--- src/rtl/ipu_pkg.sv ---
package ipu_pkg;

    localparam int CFG_BITS      = 13;
    localparam int CFG_IDX_BITS  = 3;
    localparam int SCALE_BITS    = 4;
    localparam int POS_BITS      = 12;
    localparam int PIXEL_BITS    = 32;
    localparam int SUM_BITS      = 32;
    localparam int OFF_BITS      = 12;
    localparam int SCALED_BITS   = 16;
    localparam int POSF_BITS     = 15;
    localparam int COORD_BITS    = 16;

    localparam int DEF_MAX_SCALE     = 8;
    localparam int DEF_MAX_DIMENSION = 4096;
    localparam int DEF_ADDRESS_BITS  = 24;

    localparam logic [CFG_BITS-1:0]   RST_SOURCE_WIDTH  = 13'd320;
    localparam logic [CFG_BITS-1:0]   RST_SOURCE_HEIGHT = 13'd240;
    localparam logic [SCALE_BITS-1:0] RST_SCALE_FACTOR  = 4'd2;
    localparam logic [CFG_BITS-1:0]   RST_SCREEN_WIDTH  = 13'd640;
    localparam logic [CFG_BITS-1:0]   RST_SCREEN_HEIGHT = 13'd480;
    localparam logic [CFG_BITS-1:0]   RST_ROW_STRIDE    = 13'd640;

    typedef enum logic [CFG_IDX_BITS-1:0] {
        CFG_SOURCE_WIDTH  = 3'd0,
        CFG_SOURCE_HEIGHT = 3'd1,
        CFG_SCALE_FACTOR  = 3'd2,
        CFG_SCREEN_WIDTH  = 3'd3,
        CFG_SCREEN_HEIGHT = 3'd4,
        CFG_ROW_STRIDE    = 3'd5
    } cfg_index_t;

endpackage

--- src/rtl/integer_pixel_upscaler_unit.sv ---
// An accepted transaction passes two arithmetic stages, the box stage and the output
// register before its first write appears on the result port.
// Each source pixel gives factor*factor writes, one write per cycle while m_ready allows, set by the
// box write sequencer feeding the single output register; at factor 1 one pixel per cycle when not stalled.
// Reset (aresetn, synchronous, active low) empties the pipeline, zeroes the source
// position and loads every configuration register with its default.
module integer_pixel_upscaler_unit #(
    parameter int MAX_SCALE     = ipu_pkg::DEF_MAX_SCALE,
    parameter int MAX_DIMENSION = ipu_pkg::DEF_MAX_DIMENSION,
    parameter int ADDRESS_BITS  = ipu_pkg::DEF_ADDRESS_BITS
) (
    input  logic                                aclk,
    input  logic                                aresetn,
    input  logic                                cfg_write_enable,
    input  logic [ipu_pkg::CFG_IDX_BITS-1:0]    cfg_index,
    input  logic [ipu_pkg::CFG_BITS-1:0]        cfg_write_data,
    input  logic                                s_valid,
    output logic                                s_ready,
    input  logic [ipu_pkg::PIXEL_BITS-1:0]      s_source_pixel,
    output logic                                m_valid,
    input  logic                                m_ready,
    output logic [ADDRESS_BITS-1:0]             m_write_address,
    output logic [ipu_pkg::PIXEL_BITS-1:0]      m_write_pixel,
    output logic                                m_box_last,
    output logic                                m_frame_last
);
    import ipu_pkg::*;

    localparam int CNT_BITS = (MAX_SCALE > 1) ? $clog2(MAX_SCALE) : 1;
    localparam logic [SCALE_BITS-1:0] MAX_F = SCALE_BITS'(MAX_SCALE);
    localparam logic [CFG_BITS-1:0]   MAX_D = CFG_BITS'(MAX_DIMENSION);

    // Configuration registers
    logic [CFG_BITS-1:0]   src_w_reg, src_h_reg, scr_w_reg, scr_h_reg, stride_reg;
    logic [SCALE_BITS-1:0] scale_reg;

    // Running source position
    logic [POS_BITS-1:0] col_reg, row_reg, col_next, row_next;

    // Pipeline stages
    logic                   v1_reg, v2_reg, v3_reg;
    logic [PIXEL_BITS-1:0]  pix1_reg, pix2_reg, pix3_reg;
    logic [POS_BITS-1:0]    col1_reg, row1_reg;
    logic                   last1_reg, last2_reg, last3_reg;
    logic [COORD_BITS-1:0]  ypos2_reg, xsum2_reg, ypos_next, xsum_next;
    logic [ADDRESS_BITS-1:0] row_start_reg;
    logic [CNT_BITS-1:0]    r_cnt_reg, c_cnt_reg;

    // Output register
    logic                    m_valid_reg, m_box_last_reg, m_frame_last_reg;
    logic [ADDRESS_BITS-1:0] m_addr_reg;
    logic [PIXEL_BITS-1:0]   m_pixel_reg;

    // Effective configuration
    logic [SCALE_BITS-1:0] f_eff, f_last;
    logic [CFG_BITS-1:0]   w_eff, h_eff, sw_eff, sh_eff, stride_eff;

    always_comb begin
        if (scale_reg == '0)        f_eff = SCALE_BITS'(1);
        else if (scale_reg > MAX_F) f_eff = MAX_F;
        else                        f_eff = scale_reg;
        f_last = f_eff - SCALE_BITS'(1);
        if (src_w_reg == '0)        w_eff = CFG_BITS'(1);
        else if (src_w_reg > MAX_D) w_eff = MAX_D;
        else                        w_eff = src_w_reg;
        if (src_h_reg == '0)        h_eff = CFG_BITS'(1);
        else if (src_h_reg > MAX_D) h_eff = MAX_D;
        else                        h_eff = src_h_reg;
        sw_eff     = (scr_w_reg > MAX_D) ? MAX_D : scr_w_reg;
        sh_eff     = (scr_h_reg > MAX_D) ? MAX_D : scr_h_reg;
        stride_eff = (stride_reg > MAX_D) ? MAX_D : stride_reg;
    end

    // Handshake chain
    logic s_accept, out_load, c_end, r_end, done3, ready1, ready2, ready3;

    assign c_end    = (SCALE_BITS'(c_cnt_reg) == f_last);
    assign r_end    = (SCALE_BITS'(r_cnt_reg) == f_last);
    assign out_load = v3_reg && (!m_valid_reg || m_ready);
    assign done3    = out_load && c_end && r_end;
    assign ready3   = !v3_reg || done3;
    assign ready2   = !v2_reg || ready3;
    assign ready1   = !v1_reg || ready2;
    assign s_ready  = ready1;
    assign s_accept = s_valid && ready1;

    // Position of the accepted pixel, wrapped against the current source size.
    logic [CFG_BITS-1:0] row_tmp, col_inc, row_inc;
    logic [POS_BITS-1:0] col_eff, row_eff;
    logic                last_of_frame;

    always_comb begin
        if (CFG_BITS'(col_reg) >= w_eff) begin
            col_eff = '0;
            row_tmp = CFG_BITS'(row_reg) + CFG_BITS'(1);
        end else begin
            col_eff = col_reg;
            row_tmp = CFG_BITS'(row_reg);
        end
        row_eff = (row_tmp >= h_eff) ? '0 : row_tmp[POS_BITS-1:0];
        last_of_frame = (CFG_BITS'(col_eff) == w_eff - CFG_BITS'(1)) &&
                        (CFG_BITS'(row_eff) == h_eff - CFG_BITS'(1));
        col_inc = CFG_BITS'(col_eff) + CFG_BITS'(1);
        row_inc = CFG_BITS'(row_eff) + CFG_BITS'(1);
        if (col_inc >= w_eff) begin
            col_next = '0;
            row_next = (row_inc >= h_eff) ? '0 : row_inc[POS_BITS-1:0];
        end else begin
            col_next = col_inc[POS_BITS-1:0];
            row_next = row_eff;
        end
    end

    // Stage 1 arithmetic: centering offsets and scaled source coordinates.
    logic [SCALED_BITS-1:0] scaled_w, scaled_h, diff_w, diff_h;
    logic [OFF_BITS-1:0]    xoff, yoff;
    logic [POSF_BITS-1:0]   rowf, colf;

    always_comb begin
        scaled_w = SCALED_BITS'(f_eff) * SCALED_BITS'(w_eff);
        scaled_h = SCALED_BITS'(f_eff) * SCALED_BITS'(h_eff);
        diff_w   = SCALED_BITS'(sw_eff) - scaled_w;
        diff_h   = SCALED_BITS'(sh_eff) - scaled_h;
        xoff     = (SCALED_BITS'(sw_eff) > scaled_w) ? diff_w[OFF_BITS:1] : '0;
        yoff     = (SCALED_BITS'(sh_eff) > scaled_h) ? diff_h[OFF_BITS:1] : '0;
        rowf     = POSF_BITS'(row1_reg) * POSF_BITS'(f_eff);
        colf     = POSF_BITS'(col1_reg) * POSF_BITS'(f_eff);
        ypos_next = COORD_BITS'(yoff) + COORD_BITS'(rowf);
        xsum_next = COORD_BITS'(xoff) + COORD_BITS'(colf);
    end

    // Stage 2 arithmetic: first address of the box.
    logic [SUM_BITS-1:0] box_addr, row_step, out_addr;

    assign box_addr = SUM_BITS'(ypos2_reg) * SUM_BITS'(stride_eff) + SUM_BITS'(xsum2_reg);
    assign row_step = SUM_BITS'(row_start_reg) + SUM_BITS'(stride_eff);
    assign out_addr = SUM_BITS'(row_start_reg) + SUM_BITS'(c_cnt_reg);

    // Control state
    always_ff @(posedge aclk) begin
        if (!aresetn) begin
            src_w_reg   <= RST_SOURCE_WIDTH;
            src_h_reg   <= RST_SOURCE_HEIGHT;
            scale_reg   <= RST_SCALE_FACTOR;
            scr_w_reg   <= RST_SCREEN_WIDTH;
            scr_h_reg   <= RST_SCREEN_HEIGHT;
            stride_reg  <= RST_ROW_STRIDE;
            col_reg     <= '0;
            row_reg     <= '0;
            v1_reg      <= 1'b0;
            v2_reg      <= 1'b0;
            v3_reg      <= 1'b0;
            r_cnt_reg   <= '0;
            c_cnt_reg   <= '0;
            m_valid_reg <= 1'b0;
        end else begin
            if (cfg_write_enable) begin
                unique case (cfg_index_t'(cfg_index))
                    CFG_SOURCE_WIDTH:  src_w_reg  <= cfg_write_data;
                    CFG_SOURCE_HEIGHT: src_h_reg  <= cfg_write_data;
                    CFG_SCALE_FACTOR:  scale_reg  <= cfg_write_data[SCALE_BITS-1:0];
                    CFG_SCREEN_WIDTH:  scr_w_reg  <= cfg_write_data;
                    CFG_SCREEN_HEIGHT: scr_h_reg  <= cfg_write_data;
                    CFG_ROW_STRIDE:    stride_reg <= cfg_write_data;
                    default: ;
                endcase
            end
            if (s_accept) begin
                col_reg <= col_next;
                row_reg <= row_next;
            end
            if (ready1) v1_reg <= s_valid;
            if (ready2) v2_reg <= v1_reg;
            if (ready3) begin
                v3_reg    <= v2_reg;
                r_cnt_reg <= '0;
                c_cnt_reg <= '0;
            end else if (out_load) begin
                if (c_end) begin
                    c_cnt_reg <= '0;
                    r_cnt_reg <= r_cnt_reg + CNT_BITS'(1);
                end else begin
                    c_cnt_reg <= c_cnt_reg + CNT_BITS'(1);
                end
            end
            if (out_load)     m_valid_reg <= 1'b1;
            else if (m_ready) m_valid_reg <= 1'b0;
        end
    end

    // Payload registers
    always_ff @(posedge aclk) begin
        if (s_accept) begin
            pix1_reg  <= s_source_pixel;
            col1_reg  <= col_eff;
            row1_reg  <= row_eff;
            last1_reg <= last_of_frame;
        end
        if (ready2) begin
            pix2_reg  <= pix1_reg;
            ypos2_reg <= ypos_next;
            xsum2_reg <= xsum_next;
            last2_reg <= last1_reg;
        end
        if (ready3) begin
            pix3_reg      <= pix2_reg;
            last3_reg     <= last2_reg;
            row_start_reg <= box_addr[ADDRESS_BITS-1:0];
        end else if (out_load && c_end) begin
            row_start_reg <= row_step[ADDRESS_BITS-1:0];
        end
        if (out_load) begin
            m_addr_reg       <= out_addr[ADDRESS_BITS-1:0];
            m_pixel_reg      <= pix3_reg;
            m_box_last_reg   <= c_end && r_end;
            m_frame_last_reg <= c_end && r_end && last3_reg;
        end
    end

    assign m_valid         = m_valid_reg;
    assign m_write_address = m_addr_reg;
    assign m_write_pixel   = m_pixel_reg;
    assign m_box_last      = m_box_last_reg;
    assign m_frame_last    = m_frame_last_reg;

    // The frame marker only ever closes a box.
    a_frame_in_box: assert property (@(posedge aclk) disable iff (!aresetn)
        m_valid_reg && m_frame_last_reg |-> m_box_last_reg)
        else $error("frame_last without box_last");

    // Box counters never run past the scale factor.
    a_cnt_range: assert property (@(posedge aclk) disable iff (!aresetn)
        v3_reg |-> (SCALE_BITS'(c_cnt_reg) < f_eff) && (SCALE_BITS'(r_cnt_reg) < f_eff))
        else $error("box counter beyond scale factor");

    // Input back-pressure only when every stage holds a pixel.
    a_stall_full: assert property (@(posedge aclk) disable iff (!aresetn)
        !s_ready |-> v1_reg && v2_reg && v3_reg)
        else $error("input stalled with a free stage");

    // A finished box with nothing behind it leaves the box stage empty.
    a_box_drain: assert property (@(posedge aclk) disable iff (!aresetn)
        done3 && !v2_reg |=> !v3_reg)
        else $error("box stage not released");

endmodule
--- config.mk ---
export PLATFORM = sky130hd
export DESIGN_NAME = integer_pixel_upscaler_unit
export DESIGN_NICKNAME = d
export VERILOG_FILES = /design/src/rtl/ipu_pkg.sv /design/src/rtl/integer_pixel_upscaler_unit.sv
export SDC_FILE = /design/constraint.sdc
export NUM_CORES = 1
export LEC_CHECK = 0
export ABC_CLOCK_PERIOD_IN_PS = 9200
export BUFFER_PORTS_ARGS = -buffer_cell sky130_fd_sc_hd__buf_2
export CAP_MARGIN = 25
export CORE_ASPECT_RATIO = 1.5
export CORE_MARGIN = 1.5
export CORE_UTILIZATION = 45
export DETAILED_ROUTE_END_ITERATION = 12
export SLEW_MARGIN = 15
export SYNTH_ARGS = -nofsm -noshare
export SYNTH_HDL_FRONTEND = slang
export SYNTH_SLANG_ARGS = --single-unit
--- constraint.sdc ---
create_clock -name aclk -period 9.2 [get_ports aclk]
set_clock_uncertainty 0.2 [all_clocks]
set_input_delay 0.92 -clock aclk [delete_from_list [all_inputs] [get_ports aclk]]
set_output_delay 0.92 -clock aclk [all_outputs]
set_load 0.02 [all_outputs]
==> summary.md <==
| Metric | Value |
|---|---|
| Status | complete, no violations |
| Seq pwr share | 0.329 |
| ANT nets after route | 0 |
| Worst setup SP type | flop |
| Ranking of synthesized cells by area | edfxtp_1 (24%), fa_1 (17%), ha_1 (11%), dfxtp_1 (6.9%), nand2_1 (6.2%) |
| TritonCTS Sinks | between 300 and 400 |
| Site Rows | approximately 120 |
| Reg clk slew, reported paths | about 60 ps |
| Crit. Startpoint | src_w_reg[5] |
| Share of layout cells above drive strength 1 | 0.0808 |
| First-pass DRT Iterations | 5 |
| Num ports | about 110 |
| Min cycle time layout | 8550 ps |
| Biggest cell delay along the critical path | just under 500 ps |
| Pint | ~4 mW |
| Vias in the first global route | 24500 |
| GPL Wtd Cong | around 0.98 |
| # fillers | between 6000 and 7000 |
| Max-slew violation count | 0 |
| Die area | slightly below 0.07 mm² |
| Power per standard cell area | roughly 200 mW/mm² |
| Most repeated library cell on the critical path | a21oi_1 |
| Cells on worst reg2reg path | 36 |
| Synth Flop Type | edfxtp_1 |
| Clock root buffer | clkbuf_16 |
| DR vias/cell | ~5.5 |
| Nets | 3889 |
| Register area share after synthesis | 0.306 |
| Worst r2r src | src_w_reg[5] |
| CP arrival | between 8000 and 9000 ps |
| Die width | between 200 and 250 µm |
| Setup crit end kind | flop |
| CTS tree | done |
| CTS Buf Count | 39 |
| HP Class | reg -> reg |
| Period Utilization, post-route | 0.930 |
| CP max FO | 12 |
| Combinational group share of total power | 0.426 |
| EDFF count, synth | between 200 and 250 |
| Post-Syn Instances | 3245 |
| Crit-path slowest cell | fa_1 |
| Commonest cells post-synth | nand2_1 (499), inv_1 (366), ha_1 (263) |
| Psw | 2.55 mW |
| Number of I/O port buffers | about 110 |
| Cts hold-fix bufs | 0 |
| Detailed Route Iter0 Violations | ~1600 |
| Initial antenna violation count | 0 |
| Avg WL per Cell | approximately 20 µm |
| Largest net degree at the start of global routing | between 60 and 70 |
| RSZ-0062 raised after global routing | no |
| Setup violations, final | 0 |
| Final hold vios | 0 |
| Final setup TNS | 0 ps |
| Worst vdd ir | about 190 µV |
| Longest Clk Path Bufs | 3 |
| Worst Max-Slew Pin Slew | 972 ps |
| Core ar. | ~0.066 mm² |
| Final WL | approximately 84000 µm |
| Sw Ratio | 0.389 |
| Netlist cell types | a little under 90 |
| Die Ht | 319 µm |
| Vias | ~23000 |
| P&R area growth vs syn | 9.76% |
| Drc violations | 0 |
| Top cell type's share of synthesized area | 0.237 |
| Slew margin rel. | 0.351 |
| Post-CTS setup buffers | 0 |
| Fmax | 117 MHz |
| Total of max-cap violations | 0 |
| Initial Utilization | 0.456 |
| Htree depth | 2 |
| Clk Latency, worst-skew pair | about 600 ps |
| Total number of yosys warnings | 0 |
| First-pass GRT wire length | between 100000 and 150000 µm |
| Grt ovf | 0 |
| Gr usage total | 0.250 |
| Synthesized area | 0.0300 mm² |
| Clock network power share | 0.245 |
| Crit path to | xsum2_reg[14] |
| Most area-hungry cell type in the Yosys netlist | edfxtp_1 |
| Kind of critical path | reg -> reg |
| Critical Path RT | around 9300 ps |
| Synth Register Bits | 340 |
| Syn Nets | between 3000 and 4000 |
| RR Endpoint | xsum2_reg[14] |
| Syn Area/Cell | just over 9 µm² |
| Leak Pwr | approximately 15 nW |
| Top-count cell post-synth | nand2_1 |
| Worst reg2reg setup slack | ~650 ps |
| Async S/R FF share, synth | 0 |
| Post-DP HPWL | around 66000 µm |
| Worst hold slack | ~210 ps |
-- routing by layer --
layer	vias to the layer above	global-route usage	wire, µm
met2	582	0.476	45500
li1	11000	-	-
met4	0	0.112	4020
met3	197	0.0268	3200
met5	-	0	0
met1	11600	0.273	31300
-- critical path, delay by kind of cell (launching register included) --
family | cells | cell delay (ps)
AO/OA/AOI/OAI | 18 | 3540
adder cells (fa/ha/maj) | 6 | 2310
AND/OR/NAND/NOR | 7 | 1290
flip-flops | 1 | 390
buffers and inverters | 3 | 340
XOR/XNOR | 2 | 160
-- layout make-up --
type                    instances  area (µm²)  share of cell area
diodes                          1        2.50           0.0000760
clock buffers                  44        1000              0.0305
clock inverters                25         308             0.00934
inverters                     368        1380              0.0420
multi-input cells            2408       19000               0.576
flip-flops and latches        340        9180               0.279
well taps                     877        1100              0.0333
repair buffers                168         988              0.0300
-- cell usage in the layout, fill, tap and decap left out, types with 24 or more instances in the layout --
cell       count
nor3_1        56
o21ai_0       89
and3_1        59
nor2_1       208
a21o_1        46
fa_1         248
xor2_1        69
nor2b_1       80
edfxtp_1     237
nand4_1       24
ha_1         263
and2_1        87
a21oi_1      180
xnor2_1      138
clkbuf_16     39
buf_4         55
nand3_1       76
nand2_1      498
buf_2        112
dfxtp_1      103
inv_1        362
-- kinds of logic (layout without fill, tap and decap cells) --
logic type / Yosys count / after routing / synth area share
buffers and inverters: 497 / 605 / 0.0634
and+or+nand+nor: 1178 / 1178 / 0.184
AOI/OAI and AO/OA: 488 / 488 / 0.102
xor gates and xnor gates: 209 / 209 / 0.0619
DFF: 340 / 340 / 0.306
adders and majority gates: 511 / 511 / 0.275
other: 0 / 1 / 0
muxes: 22 / 22 / 0.00788
-- what timing repair did --
action / CTS / global route
endpoints found under the hold margin: 0 / 0
setup endpoints to repair: 0 / 8
gates resized for setup: 0 / 5
-- through the flow --
stage	instance area [µm²]	power [mW]	util	setup WS, ps	std cells
floorplan	30000	4.17	-	1430	3245
global placement	31600	4.91	0.480	662	4158
detailed placement	31600	4.99	0.481	464	4161
CTS	32900	6.63	0.501	394	4230
global route	32900	7.03	0.501	36.9	4230
finish	32900	6.56	0.501	649	4231
-- worst min-delay path by stage --
stage                  from           endpoint  slack, ps  cells after the start
2_1_floorplan     last1_reg          last2_reg        200                      0
5_1_grt        pix2_reg[26]       pix3_reg[26]        220                      0
6_report       pix2_reg[29]       pix3_reg[29]        210                      0
3_5_place_dp   pix3_reg[22]  m_write_pixel[22]        200                      0
4_1_cts        pix1_reg[27]       pix2_reg[27]        220                      0
3_3_place_gp    pix2_reg[4]        pix3_reg[4]        200                      0
-- power groups by stage --
stage	combinational, mW	sequential (mW)	clock [mW]
2_1_floorplan	2.13	2.04	0
3_3_place_gp	2.73	2.18	0
3_5_place_dp	2.80	2.19	0
4_1_cts	2.82	2.15	1.65
5_1_grt	3.15	2.18	1.70
6_report	2.80	2.16	1.61
No activity file was read; power rests on OpenSTA's default activity.
